<file path="src/rtl/vertex_transform_4x4_macros.svh">
// Assertion macros for the vertex transform block
`ifndef VERTEX_TRANSFORM_4X4_MACROS_SVH
`define VERTEX_TRANSFORM_4X4_MACROS_SVH
`ifndef SYNTHESIS
`define VT4_ASSERT_IMPL(label, ante, cons) \
	label: assert property (@(posedge clk) disable iff (!arst_n) (ante) |-> (cons)) \
		else $error("vt4 check failed");
`define VT4_ASSERT_NEXT(label, ante, cons) \
	label: assert property (@(posedge clk) disable iff (!arst_n) (ante) |=> (cons)) \
		else $error("vt4 check failed");
`else
`define VT4_ASSERT_IMPL(label, ante, cons)
`define VT4_ASSERT_NEXT(label, ante, cons)
`endif
`endif

</file>
<file path="src/rtl/vt4_pkg.sv">
`default_nettype none
package vt4_pkg;

	localparam int VEC_W       = 32;
	localparam int COEFF_W     = 16;
	localparam int CFG_W       = 64;
	localparam int NUM_ROWS    = 4;
	localparam int NUM_COLS    = 4;

	typedef enum logic [1:0] {
		REG_ROW0 = 2'd0,
		REG_ROW1 = 2'd1,
		REG_ROW2 = 2'd2,
		REG_ROW3 = 2'd3
	} reg_idx_t;

	typedef struct packed {
		logic signed [VEC_W-1:0] in_x;
		logic signed [VEC_W-1:0] in_y;
		logic signed [VEC_W-1:0] in_z;
		logic signed [VEC_W-1:0] in_w;
	} vec_in_t;

	typedef struct packed {
		logic signed [VEC_W-1:0] out_x;
		logic signed [VEC_W-1:0] out_y;
		logic signed [VEC_W-1:0] out_z;
		logic signed [VEC_W-1:0] out_w;
		logic                    clamped;
	} vec_out_t;

	function automatic logic signed [VEC_W-1:0] vec_comp(vec_in_t v, logic [1:0] col);
		logic signed [VEC_W-1:0] r;
		unique case (col)
			2'd0: r = v.in_x;
			2'd1: r = v.in_y;
			2'd2: r = v.in_z;
			default: r = v.in_w;
		endcase
		return r;
	endfunction

endpackage
`default_nettype wire

</file>
<file path="src/rtl/vt4_round.sv">
`default_nettype none
module vt4_round #(
	parameter int COEFF_WIDTH = vt4_pkg::COEFF_W
) (
	input  wire logic                                                  clk,
	input  wire logic                                                  arst_n,
	input  wire logic                                                  in_valid,
	output logic                                                       in_stall,
	input  wire logic [vt4_pkg::NUM_ROWS-1:0][vt4_pkg::VEC_W+COEFF_WIDTH+1:0] acc_in,
	input  wire logic [vt4_pkg::NUM_ROWS-1:0][vt4_pkg::VEC_W+COEFF_WIDTH-1:0] prod_in,
	output logic                                                       out_valid,
	input  wire logic                                                  out_stall,
	output vt4_pkg::vec_out_t                                          res
);
	localparam int VW   = vt4_pkg::VEC_W;
	localparam int PW   = VW + COEFF_WIDTH;
	localparam int AW   = PW + 2;
	localparam int FRAC = COEFF_WIDTH - 4;
	localparam int SW   = AW - FRAC;
	localparam logic [AW-1:0] HALF = AW'(1) << (FRAC - 1);

	logic                                 valid_q;
	vt4_pkg::vec_out_t                    res_q;
	vt4_pkg::vec_out_t                    res_d;
	logic signed [AW-1:0]                 sum   [vt4_pkg::NUM_ROWS];
	logic signed [SW-1:0]                 sh    [vt4_pkg::NUM_ROWS];
	logic [vt4_pkg::NUM_ROWS-1:0]         fits;
	logic [vt4_pkg::NUM_ROWS-1:0][VW-1:0] val;

	assign in_stall = valid_q && out_stall;

	always_comb begin
		for (int r = 0; r < vt4_pkg::NUM_ROWS; r++) begin
			sum[r]  = $signed(acc_in[r]) + $signed(AW'($signed(prod_in[r])))
				+ $signed(HALF);
			sh[r]   = sum[r][AW-1:FRAC];
			fits[r] = (&sh[r][SW-1:VW-1]) || !(|sh[r][SW-1:VW-1]);
			if (fits[r]) begin
				val[r] = sh[r][VW-1:0];
			end else if (sh[r][SW-1]) begin
				val[r] = {1'b1, {(VW-1){1'b0}}};
			end else begin
				val[r] = {1'b0, {(VW-1){1'b1}}};
			end
		end
		res_d.out_x   = val[0];
		res_d.out_y   = val[1];
		res_d.out_z   = val[2];
		res_d.out_w   = val[3];
		res_d.clamped = !(&fits);
	end

	always_ff @(posedge clk or negedge arst_n) begin
		if (!arst_n) begin
			valid_q <= 1'b0;
		end else if (!in_stall) begin
			valid_q <= in_valid;
		end
	end

	always_ff @(posedge clk) begin
		if (in_valid && !in_stall) begin
			res_q <= res_d;
		end
	end

	assign out_valid = valid_q;
	assign res       = res_q;
endmodule
`default_nettype wire

</file>
<file path="config.mk">
export PLATFORM = sky130hd
export DESIGN_NAME = vt4_round
export DESIGN_NICKNAME = d
export VERILOG_FILES = /design/src/rtl/vertex_transform_4x4_macros.svh /design/src/rtl/vt4_pkg.sv /design/src/rtl/vt4_round.sv
export SDC_FILE = /design/constraint.sdc
export NUM_CORES = 1
export LEC_CHECK = 0
export BUFFER_PORTS_ARGS = -buffer_cell sky130_fd_sc_hd__buf_2
export CAP_MARGIN = 5
export CELL_PAD_IN_SITES_DETAIL_PLACEMENT = 2
export CELL_PAD_IN_SITES_GLOBAL_PLACEMENT = 2
export CORE_AREA = 2 2 245 247
export DETAILED_ROUTE_END_ITERATION = 8
export DIE_AREA = 0 0 247 249
export PLACE_DENSITY = 0.78
export SLEW_MARGIN = 20
export SYNTH_ARGS = -nofsm -noshare
export SYNTH_HDL_FRONTEND = slang
export SYNTH_SLANG_ARGS = --single-unit
</file>
<file path="constraint.sdc">
create_clock -name clk -period 7.48 [get_ports clk]
set_input_delay 1.496 -clock clk [delete_from_list [all_inputs] [get_ports clk]]
set_output_delay 1.496 -clock clk [all_outputs]
set_load 0.005 [all_outputs]
</file>
==> impl_metrics.csv <==
group,metric,value,unit
status,outcome,"completed",
route,wl_met3,2650,um
cells_and_area,area_growth,19.6,%
floorplanning,die_w,247,um
route,wl_met2,40500,um
yosys,async_reset_ff_share,0.769,%
route,drt-initial-drc-count,827,
sta,clock.fmax,163,MHz
worst_hold_path,hold_path_startpoint,"out_valid",
cells_and_area,drive_gt1_share,25.0,%
clock_tree,clkLatencyLatePin,0.46,ns
sta,hold_violations,0,
worst_setup_path,cp_data_arrival_time,6.42,ns
worst_setup_path,r2r_setup_slack,4.75,ns
worst_setup_path,cpMostUsedCell,"ha_1",
floorplanning,ios,527,
route,drt_pre_antenna_iters,5,
grt,grt_max_degree,60,
grt,gr-total-overflow,0,
worst_setup_path,end_kind,"flop",
worst_setup_path,reg2reg_depth,3,
yosys,syn_inst,2050,
yosys,yosys_register_bits,130,
clock_tree,cts_hold_buf,0,
pwr,leakagePower,10.3,nW
placed_design,dp_hpwl,66700,um
clock_tree,post_cts_buffers,0,
yosys,synth-edff-count,129,
yosys,synth_nets,2826,
clock_tree,cts_resized,0,
route,wl_per_cell,23.5,um
floorplanning,initial_core_util,31.8,%
route,via_per_inst,5.57,
placed_design,portBuffers,526,
clock_tree,cts_max_level,4,
yosys,synth_area,18700,um2
yosys,seq_area_frac_synth,20.9,%
floorplanning,rows,89,
route,wirelength,77800,um
worst_setup_path,critical_path_class,"in -> reg",
floorplanning,die_height,249,um
sta,finalClockSkew,0.00871,ns
grt,antenna_found_initial,12,
placed_design,routabilityCongestion,0.921,
job,maxCapViolations,0,
grt,grt_pass1_vias,20462,
pwr,peakVddDrop,0.137,mV
yosys,synth_cell_types,113,
sta,slew_headroom,23.3,%
grt,track_usage,24.6,%
cells_and_area,nets,3290,
sta,fin_setup_tns,0,ns
worst_setup_path,cp_max_fo,17,
worst_hold_path,hold_depth,2,
worst_hold_path,hold_path_end,"out_valid",
clock_tree,cts-root-buf,"clkbuf_16",
yosys,syn_area_per_cell,9.10,um2
sta,finalSetupViolCount,0,
sta,hold_ws,0.771,ns
floorplanning,core,58700,um2
yosys,yosys_warnings,0,
sta,worst_pin_slew,1.15,ns
worst_setup_path,reg2reg_from,"out_valid",
worst_setup_path,regToRegEndpoint,"res[33]",
worst_setup_path,cp_data_required_time,7.76,ns
route,drt-met1-wl,31800,um
worst_setup_path,cpMaxStageDelayCell,"o2bb2ai_4",
floorplanning,fp.dieArea,61500,um2
sta,rsz0062_at_grt,"no",
clock_tree,cts_max_path_buffers,2,
clock_tree,clk_pin_slew,0.07,ns
grt,grt_pass1_wl,118000,um
worst_setup_path,crit_chain,"buf_2, ha_1, ha_1, nor3_1, a22oi_1, a21oi_1, a31oi_1, a211oi_1, o21ai_0, a221oi_1, xor2_1, nand4_1, o2bb2ai_4, buf_4, mux2i_1",
sta,post-route-period-util,82.1,%
route,route.detailed.drc,0,
clock_tree,numCtsBuffers,17,
sta,maxSlewViolCount,0,
yosys,ys.flop_type,"edfxtp_1",
route,highest_layer,"met5",
worst_setup_path,cpPeakStageDelay,0.66,ns
clock_tree,cts_tree,"yes",
sta,finalCriticalPeriod,6.14,ns
route,antenna_left,0,
route,num_vias,18423,
pwr,powerDensity,175,nW/um2
worst_hold_path,hold_class,"reg -> reg",
clock_tree,cts.sinks,130,
worst_setup_path,cp-start-kind,"primary input",
routing by layer:
layer	global-route usage [%]	vias to the layer above
li1	-	8722
met1	28.2	9146
met2	45.8	430
met3	2.92	119
met4	9.67	6
met5	0	-
cell usage after synthesis (all sizes together), types with 24 or more instances:
cell    instances  share of area (%)
ha            380                 25
a21oi         217                6.0
nand2         144                2.9
edfxtp        129                 21
o21ai         120                3.2
nor2          110                2.3
a21o          109                4.4
mux2i          89                4.8
xnor2          79                3.7
xor2           69                3.2
inv            61                1.2
nand4          56                2.1
clkbuf         53                1.5
nor3           40                1.1
buf            39                1.9
nand3          36               0.99
and3           25               0.85
o21bai         24               0.97
layout make-up:
type | instances | area [um2]
clock inverter | 14 | 115
multi-input combinational | 1767 | 13900
clock buffer | 18 | 429
tap | 773 | 967
fill | 6683 | 36400
timing repair buffer | 537 | 2720
antenna | 9 | 22.5
sequential | 130 | 3900
inverter | 61 | 229
critical path, delay by kind of cell:
family	cells	cell delay (ns)
xor gates and xnor gates	1	0.24
AOI/OAI and AO/OA	7	3.06
muxes	1	0.25
buffers and inverters	2	0.44
adders and majority gates	2	0.49
and+or+nand+nor	2	0.40
sequential cells by signal, indices dropped and copies added, names as in the netlist:
register,count
out_valid,1
res,129
kinds of logic after synthesis:
kind of cell / count (synthesis) / share of synthesized area [%]
muxes: 95 / 5.21
and+or+nand+nor: 492 / 13.3
AOI/OAI and AO/OA: 652 / 23.6
buffers and inverters: 153 / 4.55
adders and majority gates: 380 / 25.5
DFF: 130 / 20.9
xor gates and xnor gates: 148 / 6.95
how the worst max path moves through the flow:
| stage | startpoint | cells past startpoint | to | slack, ns |
|---|---|---|---|---|
| 3_5_place_dp | prod_in[174] | 15 | res[6] | 0.89 |
| 3_3_place_gp | prod_in[176] | 15 | res[6] | 1.02 |
| 5_1_grt | acc_in[181] | 15 | res[15] | 1.08 |
| 2_1_floorplan | out_stall | 2 | res[0] | 2.00 |
| 6_report | acc_in[54] | 15 | res[67] | 1.34 |
| 4_1_cts | prod_in[174] | 15 | res[10] | 1.40 |
cell usage in the layout (no fill, tap or decap), types with 35 or more instances in the layout:
cell type | Yosys | final
xnor2_1 | 79 | 78
a21o_1 | 107 | 107
xor2_1 | 69 | 69
buf_2 | 13 | 526
nand3_1 | 35 | 35
nor3_1 | 39 | 39
nor2_1 | 107 | 107
ha_1 | 380 | 380
inv_1 | 61 | 61
mux2i_1 | 88 | 88
edfxtp_1 | 129 | 129
o21ai_0 | 111 | 111
a21oi_1 | 212 | 212
nand2_1 | 144 | 144
nand4_1 | 52 | 52
stage by stage:
stage | utilization [%] | cells | power (W) | worst slack, ns | instance area [um2]
after global placement | 37.0 | 3268 | 0.00298 | 1.02 | 21700
after floorplan | - | 2050 | 0.00236 | 2.00 | 18700
after CTS | 38.0 | 3300 | 0.00392 | 1.40 | 22300
after global routing | 38.0 | 3309 | 0.00414 | 1.08 | 22300
final | 38.0 | 3309 | 0.00390 | 1.34 | 22300
after detailed placement | 37.0 | 3268 | 0.00308 | 0.888 | 21700
report_power, final:
group | leakage (nW) | switching (W) | internal (W)
clock | 0.253 | 0.000360 | 0.000453
sequential | 1.23 | 0.0000437 | 0.000976
combinational | 8.85 | 0.00125 | 0.000816
Note: power is estimated with default switching activity, not from simulation.
